$ cat src/hdl/assert_macros.svh
`ifndef ASSERT_MACROS_SVH
`define ASSERT_MACROS_SVH

// same-cycle implication, checked on clk outside reset
`define RDT_ASSERT_IMP(label, ante, cons) \
  label: assert property (@(posedge clk) disable iff (rst) (ante) |-> (cons)) \
    else $error("rdt assertion failed");

// next-cycle implication, checked on clk outside reset
`define RDT_ASSERT_NXT(label, ante, cons) \
  label: assert property (@(posedge clk) disable iff (rst) (ante) |=> (cons)) \
    else $error("rdt assertion failed");

`endif

$ cat src/hdl/rdt_pkg.sv
package rdt_pkg;

  localparam int COUNTER_WIDTH_DEF    = 24;
  localparam int PRESCALE_DIVISOR_DEF = 8;

  localparam int CMD_W  = 2;
  localparam int SEL_W  = 2;
  localparam int DATA_W = 24;

  localparam int APB_ADDR_W = 3;
  localparam int APB_DATA_W = 32;

  localparam int CTRL_EN_BIT   = 0;
  localparam int CTRL_IE_BIT   = 1;
  localparam int CTRL_OS_BIT   = 2;
  localparam int CTRL_FLAG_BIT = 16;

  typedef enum logic [CMD_W-1:0] {
    CMD_TICK  = 2'd0,
    CMD_READ  = 2'd1,
    CMD_WRITE = 2'd2
  } cmd_t;

  typedef enum logic [SEL_W-1:0] {
    SEL_CTRL    = 2'd0,
    SEL_RELOAD  = 2'd1,
    SEL_CURRENT = 2'd2,
    SEL_ELAPSED = 2'd3
  } sel_t;

  typedef struct packed {
    logic [CMD_W-1:0]  command;
    logic [SEL_W-1:0]  register_select;
    logic [DATA_W-1:0] write_data;
  } item_t;

  typedef struct packed {
    logic [DATA_W-1:0] read_data;
    logic              interrupt_pulse;
    logic              running;
  } result_t;

endpackage

$ cat src/hdl/rdt_if.sv
interface rdt_item_if import rdt_pkg::*; ();
  logic              valid;
  logic              ready;
  logic [CMD_W-1:0]  command;
  logic [SEL_W-1:0]  register_select;
  logic [DATA_W-1:0] write_data;

  modport source (output valid, command, register_select, write_data, input ready);
  modport sink (input valid, command, register_select, write_data, output ready);
endinterface

interface rdt_result_if import rdt_pkg::*; ();
  logic              valid;
  logic              ready;
  logic [DATA_W-1:0] read_data;
  logic              interrupt_pulse;
  logic              running;

  modport source (output valid, read_data, interrupt_pulse, running, input ready);
  modport sink (input valid, read_data, interrupt_pulse, running, output ready);
endinterface

$ cat src/hdl/rdt_in_stage.sv
module rdt_in_stage import rdt_pkg::*; (
  input  logic   clk,
  input  logic   rst,
  rdt_item_if.sink item,
  input  logic   fire,
  output logic   full,
  output item_t  held
);

  assign item.ready = !full || fire;

  always_ff @(posedge clk) begin
    if (rst) begin
      full <= 1'b0;
    end else if (item.ready) begin
      full <= item.valid;
    end
  end

  always_ff @(posedge clk) begin
    if (item.valid && item.ready) begin
      held.command         <= item.command;
      held.register_select <= item.register_select;
      held.write_data      <= item.write_data;
    end
  end

endmodule

$ cat src/hdl/rdt_core.sv
module rdt_core import rdt_pkg::*; #(
  parameter int COUNTER_WIDTH    = COUNTER_WIDTH_DEF,
  parameter int PRESCALE_DIVISOR = PRESCALE_DIVISOR_DEF
) (
  input  logic    clk,
  input  logic    rst,
  input  logic    fire,
  input  item_t   held,
  input  logic    clock_source_direct,
  output result_t res
);

  localparam int PW = $clog2(PRESCALE_DIVISOR);

  logic                     enable_bit, enable_bit_next;
  logic                     interrupt_enable_bit, interrupt_enable_bit_next;
  logic                     one_shot_bit, one_shot_bit_next;
  logic                     count_flag, count_flag_next;
  logic [COUNTER_WIDTH-1:0] reload_value, reload_value_next;
  logic [COUNTER_WIDTH-1:0] current_count, current_count_next;
  logic [PW-1:0]            prescale_count, prescale_count_next;

  logic [PW:0]              prescale_inc;
  logic [COUNTER_WIDTH-1:0] count_dec;
  logic                     counted;
  cmd_t                     cmd;
  sel_t                     sel;

  assign cmd          = cmd_t'(held.command);
  assign sel          = sel_t'(held.register_select);
  assign prescale_inc = (PW + 1)'(prescale_count) + (PW + 1)'(1);
  assign count_dec    = current_count - COUNTER_WIDTH'(1);

  always_comb begin
    enable_bit_next           = enable_bit;
    interrupt_enable_bit_next = interrupt_enable_bit;
    one_shot_bit_next         = one_shot_bit;
    count_flag_next           = count_flag;
    reload_value_next         = reload_value;
    current_count_next        = current_count;
    prescale_count_next       = prescale_count;
    counted                   = 1'b0;
    res.read_data             = '0;
    res.interrupt_pulse       = 1'b0;
    case (cmd)
      CMD_TICK: begin
        if (enable_bit) begin
          if (clock_source_direct) begin
            counted = 1'b1;
          end else if (prescale_inc == (PW + 1)'(PRESCALE_DIVISOR)) begin
            counted             = 1'b1;
            prescale_count_next = '0;
          end else begin
            prescale_count_next = prescale_inc[PW-1:0];
          end
          if (counted) begin
            if (current_count == '0) begin
              current_count_next = reload_value;
            end else begin
              current_count_next = count_dec;
              if (count_dec == '0) begin
                count_flag_next     = 1'b1;
                res.interrupt_pulse = interrupt_enable_bit;
                if (one_shot_bit) begin
                  enable_bit_next   = 1'b0;
                  one_shot_bit_next = 1'b0;
                end
              end
            end
          end
        end
      end
      CMD_READ: begin
        unique case (sel)
          SEL_CTRL: begin
            res.read_data[CTRL_EN_BIT]   = enable_bit;
            res.read_data[CTRL_IE_BIT]   = interrupt_enable_bit;
            res.read_data[CTRL_OS_BIT]   = one_shot_bit;
            res.read_data[CTRL_FLAG_BIT] = count_flag;
            count_flag_next              = 1'b0;
          end
          SEL_RELOAD:  res.read_data = DATA_W'(reload_value);
          SEL_CURRENT: res.read_data = DATA_W'(current_count);
          SEL_ELAPSED: res.read_data = DATA_W'(COUNTER_WIDTH'(reload_value - current_count));
        endcase
      end
      CMD_WRITE: begin
        unique case (sel)
          SEL_CTRL: begin
            enable_bit_next           = held.write_data[CTRL_EN_BIT];
            interrupt_enable_bit_next = held.write_data[CTRL_IE_BIT];
            one_shot_bit_next         = held.write_data[CTRL_OS_BIT];
          end
          SEL_RELOAD: reload_value_next = COUNTER_WIDTH'(held.write_data);
          SEL_CURRENT: begin
            current_count_next = '0;
            count_flag_next    = 1'b0;
          end
          SEL_ELAPSED: ;
        endcase
      end
      default: ;
    endcase
    res.running = enable_bit_next;
  end

  always_ff @(posedge clk) begin
    if (rst) begin
      enable_bit           <= 1'b0;
      interrupt_enable_bit <= 1'b0;
      one_shot_bit         <= 1'b0;
      count_flag           <= 1'b0;
      reload_value         <= '0;
      current_count        <= '0;
      prescale_count       <= '0;
    end else if (fire) begin
      enable_bit           <= enable_bit_next;
      interrupt_enable_bit <= interrupt_enable_bit_next;
      one_shot_bit         <= one_shot_bit_next;
      count_flag           <= count_flag_next;
      reload_value         <= reload_value_next;
      current_count        <= current_count_next;
      prescale_count       <= prescale_count_next;
    end
  end

endmodule

$ cat src/hdl/rdt_out_stage.sv
module rdt_out_stage import rdt_pkg::*; (
  input  logic      clk,
  input  logic      rst,
  input  logic      fire,
  input  result_t   res,
  output logic      can_load,
  rdt_result_if.source result
);

  result_t held;

  assign can_load               = !result.valid || result.ready;
  assign result.read_data       = held.read_data;
  assign result.interrupt_pulse = held.interrupt_pulse;
  assign result.running         = held.running;

  always_ff @(posedge clk) begin
    if (rst) begin
      result.valid <= 1'b0;
    end else if (fire) begin
      result.valid <= 1'b1;
    end else if (result.ready) begin
      result.valid <= 1'b0;
    end
  end

  always_ff @(posedge clk) begin
    if (fire) begin
      held <= res;
    end
  end

endmodule

$ cat src/hdl/reload_down_timer.sv
// an accepted word waits in the input stage, its result in the output stage
// throughput: one word per cycle, held back only when the result side stalls
// the counter state updates in the single step between input and result registers
// reset (rst, synchronous): control bits, counts and prescaler clear,
// clock source returns to direct, both stages empty
`include "assert_macros.svh"

module reload_down_timer import rdt_pkg::*; #(
  parameter int COUNTER_WIDTH    = COUNTER_WIDTH_DEF,
  parameter int PRESCALE_DIVISOR = PRESCALE_DIVISOR_DEF
) (
  input  logic                  clk,
  input  logic                  rst,
  rdt_item_if.sink              item,
  rdt_result_if.source          result,
  input  logic                  psel,
  input  logic                  penable,
  input  logic                  pwrite,
  input  logic [APB_ADDR_W-1:0] paddr,
  input  logic [APB_DATA_W-1:0] pwdata,
  output logic [APB_DATA_W-1:0] prdata,
  output logic                  pready
);

  logic    full;
  logic    can_load;
  logic    fire;
  logic    cfg_wr;
  logic    clock_source_direct;
  item_t   held;
  result_t res;

  assign fire   = full && can_load;
  assign pready = 1'b1;
  assign cfg_wr = psel && penable && pwrite && pready && !paddr[APB_ADDR_W-1];
  assign prdata = paddr[APB_ADDR_W-1] ? '0 : APB_DATA_W'(clock_source_direct);

  always_ff @(posedge clk) begin
    if (rst) begin
      clock_source_direct <= 1'b1;
    end else if (cfg_wr) begin
      clock_source_direct <= pwdata[0];
    end
  end

  rdt_in_stage u_in (
    .clk  (clk),
    .rst  (rst),
    .item (item),
    .fire (fire),
    .full (full),
    .held (held)
  );

  rdt_core #(
    .COUNTER_WIDTH    (COUNTER_WIDTH),
    .PRESCALE_DIVISOR (PRESCALE_DIVISOR)
  ) u_core (
    .clk                 (clk),
    .rst                 (rst),
    .fire                (fire),
    .held                (held),
    .clock_source_direct (clock_source_direct),
    .res                 (res)
  );

  rdt_out_stage u_out (
    .clk      (clk),
    .rst      (rst),
    .fire     (fire),
    .res      (res),
    .can_load (can_load),
    .result   (result)
  );

  `RDT_ASSERT_IMP(a_pulse_no_data, result.valid && result.interrupt_pulse, result.read_data == '0)
  `RDT_ASSERT_IMP(a_stall_blocks_in, full && result.valid && !result.ready, !item.ready)
  `RDT_ASSERT_NXT(a_fire_loads_out, fire, result.valid)
  `RDT_ASSERT_NXT(a_cfg_write, cfg_wr, clock_source_direct == $past(pwdata[0]))

endmodule
$ cat src/flat_wrapper.sv
// flat-port wrapper written by rule: the top's interface ports become plain ports
module reload_down_timer_flat import rdt_pkg::*;
#(
  parameter int COUNTER_WIDTH    = COUNTER_WIDTH_DEF,
  parameter int PRESCALE_DIVISOR = PRESCALE_DIVISOR_DEF
)
  (clk, rst, psel, penable, pwrite, paddr, pwdata, prdata, pready, item_valid, item_command, item_register_select, item_write_data, item_ready, result_valid, result_read_data, result_interrupt_pulse, result_running, result_ready);
  rdt_item_if item_i ();
  rdt_result_if result_i ();
  input  logic clk;
  input  logic rst;
  input  logic psel;
  input  logic penable;
  input  logic pwrite;
  input  logic [APB_ADDR_W-1:0] paddr;
  input  logic [APB_DATA_W-1:0] pwdata;
  output logic [APB_DATA_W-1:0] prdata;
  output logic pready;
  input wire logic [$bits(item_i.valid)-1:0] item_valid;
  input wire logic [$bits(item_i.command)-1:0] item_command;
  input wire logic [$bits(item_i.register_select)-1:0] item_register_select;
  input wire logic [$bits(item_i.write_data)-1:0] item_write_data;
  output wire logic [$bits(item_i.ready)-1:0] item_ready;
  output wire logic [$bits(result_i.valid)-1:0] result_valid;
  output wire logic [$bits(result_i.read_data)-1:0] result_read_data;
  output wire logic [$bits(result_i.interrupt_pulse)-1:0] result_interrupt_pulse;
  output wire logic [$bits(result_i.running)-1:0] result_running;
  input wire logic [$bits(result_i.ready)-1:0] result_ready;
  assign item_i.valid = item_valid;
  assign item_i.command = item_command;
  assign item_i.register_select = item_register_select;
  assign item_i.write_data = item_write_data;
  assign item_ready = item_i.ready;
  assign result_valid = result_i.valid;
  assign result_read_data = result_i.read_data;
  assign result_interrupt_pulse = result_i.interrupt_pulse;
  assign result_running = result_i.running;
  assign result_i.ready = result_ready;
  reload_down_timer #(.COUNTER_WIDTH(COUNTER_WIDTH), .PRESCALE_DIVISOR(PRESCALE_DIVISOR)) u_core (.clk(clk), .rst(rst), .item(item_i), .result(result_i), .psel(psel), .penable(penable), .pwrite(pwrite), .paddr(paddr), .pwdata(pwdata), .prdata(prdata), .pready(pready));
endmodule
$ cat config.mk
export PLATFORM = sky130hd
export DESIGN_NAME = reload_down_timer_flat
export DESIGN_NICKNAME = d
export VERILOG_FILES = /design/src/hdl/rdt_pkg.sv /design/src/hdl/rdt_if.sv /design/src/hdl/rdt_in_stage.sv /design/src/hdl/rdt_core.sv /design/src/hdl/rdt_out_stage.sv /design/src/hdl/reload_down_timer.sv /design/src/flat_wrapper.sv
export VERILOG_INCLUDE_DIRS = /design/src /design/src/hdl
export SDC_FILE = /design/constraint.sdc
export NUM_CORES = 1
export LEC_CHECK = 0
export BUFFER_PORTS_ARGS = -buffer_cell sky130_fd_sc_hd__buf_2
export CAP_MARGIN = 20
export CORE_MARGIN = 2
export CORE_UTILIZATION = 61
export DETAILED_ROUTE_END_ITERATION = 8
export PLACE_DENSITY = 0.87
export SLEW_MARGIN = 20
export SYNTH_ARGS = -nofsm -noshare
export SYNTH_HDL_FRONTEND = slang
export SYNTH_SLANG_ARGS = --single-unit
$ cat constraint.sdc
create_clock -name clk -period 9.8 [get_ports clk]
set_clock_uncertainty 0.1 [all_clocks]
set_input_delay 1.96 -clock clk [delete_from_list [all_inputs] [get_ports clk]]
set_output_delay 1.96 -clock clk [all_outputs]
set_load 0.01 [all_outputs]
==> impl_metrics.csv, run 1 <==
group,metric,value,unit
worst_setup_path,arrival,2650,ps
routing,vias,6064,
global_route,grt_pass1_wl,27600,um
final_layout,ff_latch_area,2780,um2
place,dp_hpwl,12700,um
synthesis,ys_seq_area_share,40.8,%
final_layout,antenna_cells,0,
place,port_buffers,65,
synthesis,synth_cell_type_count,69,
routing,drt_pre_antenna_iters,9,
synthesis,yosys-top-cells-area,"edfxtp_1 24%, dfxtp_1 17%, nand2_1 6.3%",
clock_network,post-cts-setup-buffers,0,
floorplan,fp.dieH,110,um
worst_setup_path,cp-start-kind,"input pin",
clock_network,cts_buffers,9,
routing,via_per_inst,6.24,
synthesis,ys_warn_count,0,
synthesis,ys_async_sr_fraction,0,%
clock_network,cts-root-buf,"clkbuf_8",
clock_network,ctsHoldBuffers,0,
global_route,grt_max_degree,59,
floorplan,rows,38,
sta,fin_crit_sh,48.0,%
synthesis,synth-main-ff-cell,"dfxtp_1",
final_layout,layout-drive-gt1-share,12.9,%
sta,tightest_slew,1130,ps
worst_setup_path,cp.required,7740,ps
global_route,grt_pass1_vias,5562,
sta,drv_slew,0,
sta,hold_violations,0,
power,power,867,uW
final_layout,syn_to_final_growth,6.82,%
routing,drc,6,
worst_setup_path,cp_cell_sequence,"buf_2 -> nor2b_1 -> nand2_1 -> buf_2",
sta,slew_headroom,24.7,%
worst_setup_path,path_common_cell,"buf_2",
final_layout,final_common_cell,"nand2_1",
floorplan,start_util,62.6,%
sta,rsz0062_at_grt,"false",
final_layout,utilization,66.9,%
power,power.density,119,nW/um2
global_route,antenna_found_initial,0,
synthesis,netlist_instances,784,
worst_setup_path,cp-end-kind,"output port",
clock_network,cts_tree,"built",
worst_setup_path,critPathKind,"input pin to output port",
final_layout,fillCellCount,882,
sta,finalSetupTns,0,ps
final_layout,multi_input_area,3610,um2
sta,fmax,212,MHz
final_layout,final_nets,928,
final_layout,most-common-layout-cells,"114 x nand2_1, 70 x a21oi_1, 65 x buf_2",
floorplan,die_w,110,um
floorplan,die_area,12000,um2
clock_network,cts.sinks,112,
synthesis,synthesis.area,6820,um2
routing,dr.first_iter.drc_count,667,
floorplan,coreArea,10900,um2
synthesis,yosys.area.top_type,"edfxtp_1",
power,leakagePower,2.75,nW
hold_path,hold_path_class,"flop to flop",
clock_network,cts_resized,0,
clock_network,cts.path.max_buffers,2,
global_route,grt-ovfl-total,0,
sta,setup_viol_count_final,0,
routing,wl_per_cell,18.0,um
routing,wirelength,17500,um
place,finalWeightedCongestion,0.966,
sta,min_period,4710,ps
global_route,grt.total_usage,29.9,%
synthesis,ys_ff_latch,112,
clock_network,clk_latency,400,ps
floorplan,ios,131,
clock_network,cts_max_level,3,
synthesis,synth_edf_count,54,
routing,ant_nets,0,
synthesis,synth_top_area_share,23.8,%
status,violations,"design-rule violations",
job,drv_cap,0,
power,ir_drop,0.0929,mV
worst_setup_path,max_stage_delay,320,ps
worst_setup_path,crit_path_top_delay_cell,"nor2b_1",
status,status,"finished, violations left",
worst_setup_path,critPathMaxFanout,4,
clock_network,cts.clk_slew.worst_paths,110,ps
synthesis,syn_avg_cell_area,8.70,um2
-- state kept, by name, indices dropped and copies added, names as in the netlist, 3 cells and up --
| signal | flops |
|---|---|
| u_core.u_in.held | 28 |
| u_core.u_core.current_count | 24 |
| u_core.u_core.reload_value | 24 |
| u_core.u_out.result.read_data | 24 |
| u_core.u_core.prescale_count | 3 |
-- cells in the mapped netlist, types with 6 or more instances --
library cell	number
mux2i_1	6
a21o_1	8
nor2_1	59
nand2_1	114
inv_1	39
and2_1	11
xnor2_1	19
a22oi_1	10
edfxtp_1	54
a21oi_1	70
o211ai_1	9
xor2_1	6
clkbuf_1	29
nor3_1	19
o21ai_0	48
nor2b_1	20
buf_4	33
dfxtp_1	58
ha_1	30
nand3_1	15
a31oi_1	7
nor3b_1	7
-- power by group --
group	total (mW)	leakage (nW)	internal, mW	switching, mW
registers	0.509	0.982	0.504	0.00535
clock network	0.274	0.0923	0.103	0.171
logic	0.0831	1.68	0.0291	0.0540
-- path summary, 6_finish.rpt --
kind | start | to | slack, ps | cells past startpoint
setup reg to reg | u_core.u_core.current_count[0] | u_core.u_out.result.read_data[16] | 5930 | 12
hold / removal | u_core.u_core.interrupt_enable_bit | u_core.u_core.interrupt_enable_bit | 400 | 2
hold reg to reg | u_core.u_core.interrupt_enable_bit | u_core.u_core.interrupt_enable_bit | 400 | 2
setup / recovery | result_ready | item_ready | 5090 | 4
-- layer usage --
layer	vias to the layer above	GRT usage (%)	routed length, um
met5	-	0	0
met4	0	12.3	516
met3	48	3.32	1560
met2	371	48.0	7970
met1	2834	41.2	7450
li1	2811	-	-
-- stage by stage --
step	setup WS (ps)	cell area [um2]	hold WS (ps)	std cells
2_1_floorplan	5470	6930	342	814
3_3_place_gp	5160	7100	370	956
3_5_place_dp	5080	7100	380	956
4_1_cts	5080	7280	395	972
5_1_grt	4980	7290	431	972
6_report	5090	7290	401	972
-- cells by family after synthesis --
group	synth area share, %
muxes	3.03
adders and majority gates	5.80
xor gates and xnor gates	3.21
and+or+nand+nor	19.8
DFF	40.8
other	0.110
AOI/OAI and AO/OA	19.2
buffers and inverters	8.09
-- final cells by class --
type                       instances  share of cell area [%]
inverter                          41                    2.11
clock inverter                     6                   0.704
multi-input combinational        591                    49.5
tap                              140                    2.40
sequential                       112                    38.2
clock buffer                      10                    1.89
timing repair buffer              72                    5.19
-- critical path, delay by kind of cell --
| kind | cells | cell delay, ps |
|---|---|---|
| AND/OR/NAND/NOR | 2 | 440 |
| buffers and inverters | 2 | 250 |
(Power assumes the default switching activity.)
==> run 2, diff against run 1 <==
- CORE_UTILIZATION: 61 -> 51
- PLACE_DENSITY: 0.87 -> 0.77
- clock period: 9.8 -> 4.25 ns (I/O delays scaled with it)
==> impl_metrics.csv, run 2 (synthesis results as in run 1) <==
group,metric,value,unit
sta,rsz0062_at_grt,"false",
final_layout,layout-drive-gt1-share,13.4,%
global_route,grt_pass1_wl,25400,um
clock_network,cts.path.max_buffers,2,
sta,slew_headroom,45.7,%
clock_network,cts.sinks,112,
power,leakagePower,2.85,nW
global_route,grt_use_met1,32.9,%
place,dp_slack,557,ps
power,power.density,302,nW/um2
clock_network,post-cts-setup-buffers,0,
final_layout,largest-register,"u_core.u_in.held",
status,status,"finished clean",
routing,wl_per_cell,15.6,um
sta,fin_crit_sh,89.1,%
global_route,gr-usage-met2,33.4,%
sta,tightest_slew,814,ps
final_layout,final_nets,935,
final_layout,ff_latch_area,2780,um2
final_layout,largest_register_ff_count,28,
sta,min_period,3780,ps
routing,wirelength,15800,um
final_layout,antenna_cells,0,
final_layout,syn_to_final_growth,10.3,%
final_layout,multi_input_area,3610,um2
routing,drt_pre_antenna_iters,7,
clock_network,cts_buffers,9,
place,finalWeightedCongestion,0.955,
routing,dr.first_iter.drc_count,520,
final_layout,final_cells,1014,
floorplan,die_w,120,um
clock_network,cts-root-buf,"clkbuf_16",
clock_network,cts_resized,0,
floorplan,rows,42,
worst_setup_path,arrival,3800,ps
worst_setup_path,cp-end-kind,"flop",
global_route,antenna_found_initial,0,
place,dp_hpwl,11600,um
worst_setup_path,cp-start-kind,"flop",
floorplan,ios,131,
floorplan,die_area,14300,um2
global_route,grt_max_degree,59,
place,port_buffers,65,
final_layout,most-common-layout-cells,"114 x nand2_1, 70 x a21oi_1, 65 x buf_2",
floorplan,fp.dieH,120,um
clock_network,ctsHoldBuffers,0,
sta,setup_slack,465,ps
routing,via_per_inst,5.68,
sta,fmax,264,MHz
final_layout,final_common_cell,"nand2_1",
sta,setup_viol_count_final,0,
sta,hold_violations,0,
place,place_area,7190,um2
sta,whs,395,ps
clock_network,cts_tree,"built",
sta,drv_slew,0,
final_layout,fin_area,7520,um2
hold_path,hold_path_class,"flop to flop",
global_route,grt.total_usage,22.7,%
global_route,met3_usage,4.47,%
routing,ant_nets,0,
sta,finalSetupTns,0,ps
power,ir_drop,0.373,mV
place,place.detailed.instances,998,
global_route,grt-ovfl-total,0,
job,drv_cap,0,
worst_setup_path,critPathKind,"flop to flop",
routing,vias,5757,
floorplan,coreArea,13100,um2
clock_network,cts_max_level,3,
clock_network,clk_latency,370,ps
floorplan,start_util,51.9,%
global_route,grt-busiest-layer,"met2",
worst_setup_path,cp.required,4260,ps
final_layout,fillCellCount,1214,
clock_network,cts.clk_slew.worst_paths,80,ps
routing,drc,0,
global_route,grt_pass1_vias,5000,
worst_setup_path,critPathMaxFanout,9,
run 2: cell count changes in the layout (fill, tap and decap cells not counted):
cell / previous run / this run
clkbuf_16: 0 / 9
clkbuf_8: 10 / 0
clkinvlp_4: 2 / 0
inv_8: 2 / 1
clkbuf_1: 0 / 1
inv_6: 0 / 1
buf_4: 7 / 13
bufinv_16: 0 / 2
clkinv_2: 1 / 0
buf_12: 0 / 1
run 2: metrics by stage:
stage                     total power [mW]  util, %
after CTS                             2.28     57.1
after global placement                1.38     54.7
after global routing                  2.34     57.3
final                                 2.27     57.3
after detailed placement              1.38     54.7
after floorplan                       1.34        -
run 2: worst paths after layout:
| check | startpoint | endpoint | slack, ps | cells after the start |
|---|---|---|---|---|
| worst max-delay path | u_core.u_core.current_count[0] | u_core.u_out.result.read_data[16] | 470 | 12 |
| worst min-delay path | u_core.u_in.held[9] | u_core.u_core.reload_value[9] | 400 | 2 |
| worst max register to register | u_core.u_core.current_count[0] | u_core.u_out.result.read_data[16] | 470 | 12 |
| worst min register to register | u_core.u_in.held[9] | u_core.u_core.reload_value[9] | 400 | 2 |
run 2: area by class of cell:
class / count / area share [%]
Multi-Input combinational cell: 591 / 47.9
Sequential cell: 112 / 37.0
Timing Repair Buffer: 79 / 5.89
Clock buffer: 10 / 3.04
Tap cell: 176 / 2.93
Inverter: 41 / 2.05
Clock inverter: 5 / 1.18
run 2: routing by layer:
layer  vias to the layer above  part of all wire [%]  wire (um)
li1                       2836                     -          -
met1                      2618                    45       7160
met2                       266                    42       6720
met3                        37                   9.4       1490
met4                         0                   2.9        464
met5                         -                     0          0
run 2: critical path, stage by stage (launching register included):
cell and delay, ps:
dfxtp_1 490, ha_1 230, inv_1 60, fa_1 480
a211oi_1 440, o211a_1 250, o31ai_1 150, a21o_1 210
a21o_1 190, a31oi_1 200, xnor2_1 80, mux4_2 470
and2_1 170
run 2: where the power goes:
part | switching (mW) | internal, mW | leakage (nW)
Sequential | 0.0150 | 1.16 | 0.982
Clock | 0.388 | 0.520 | 0.155
Combinational | 0.115 | 0.0694 | 1.72
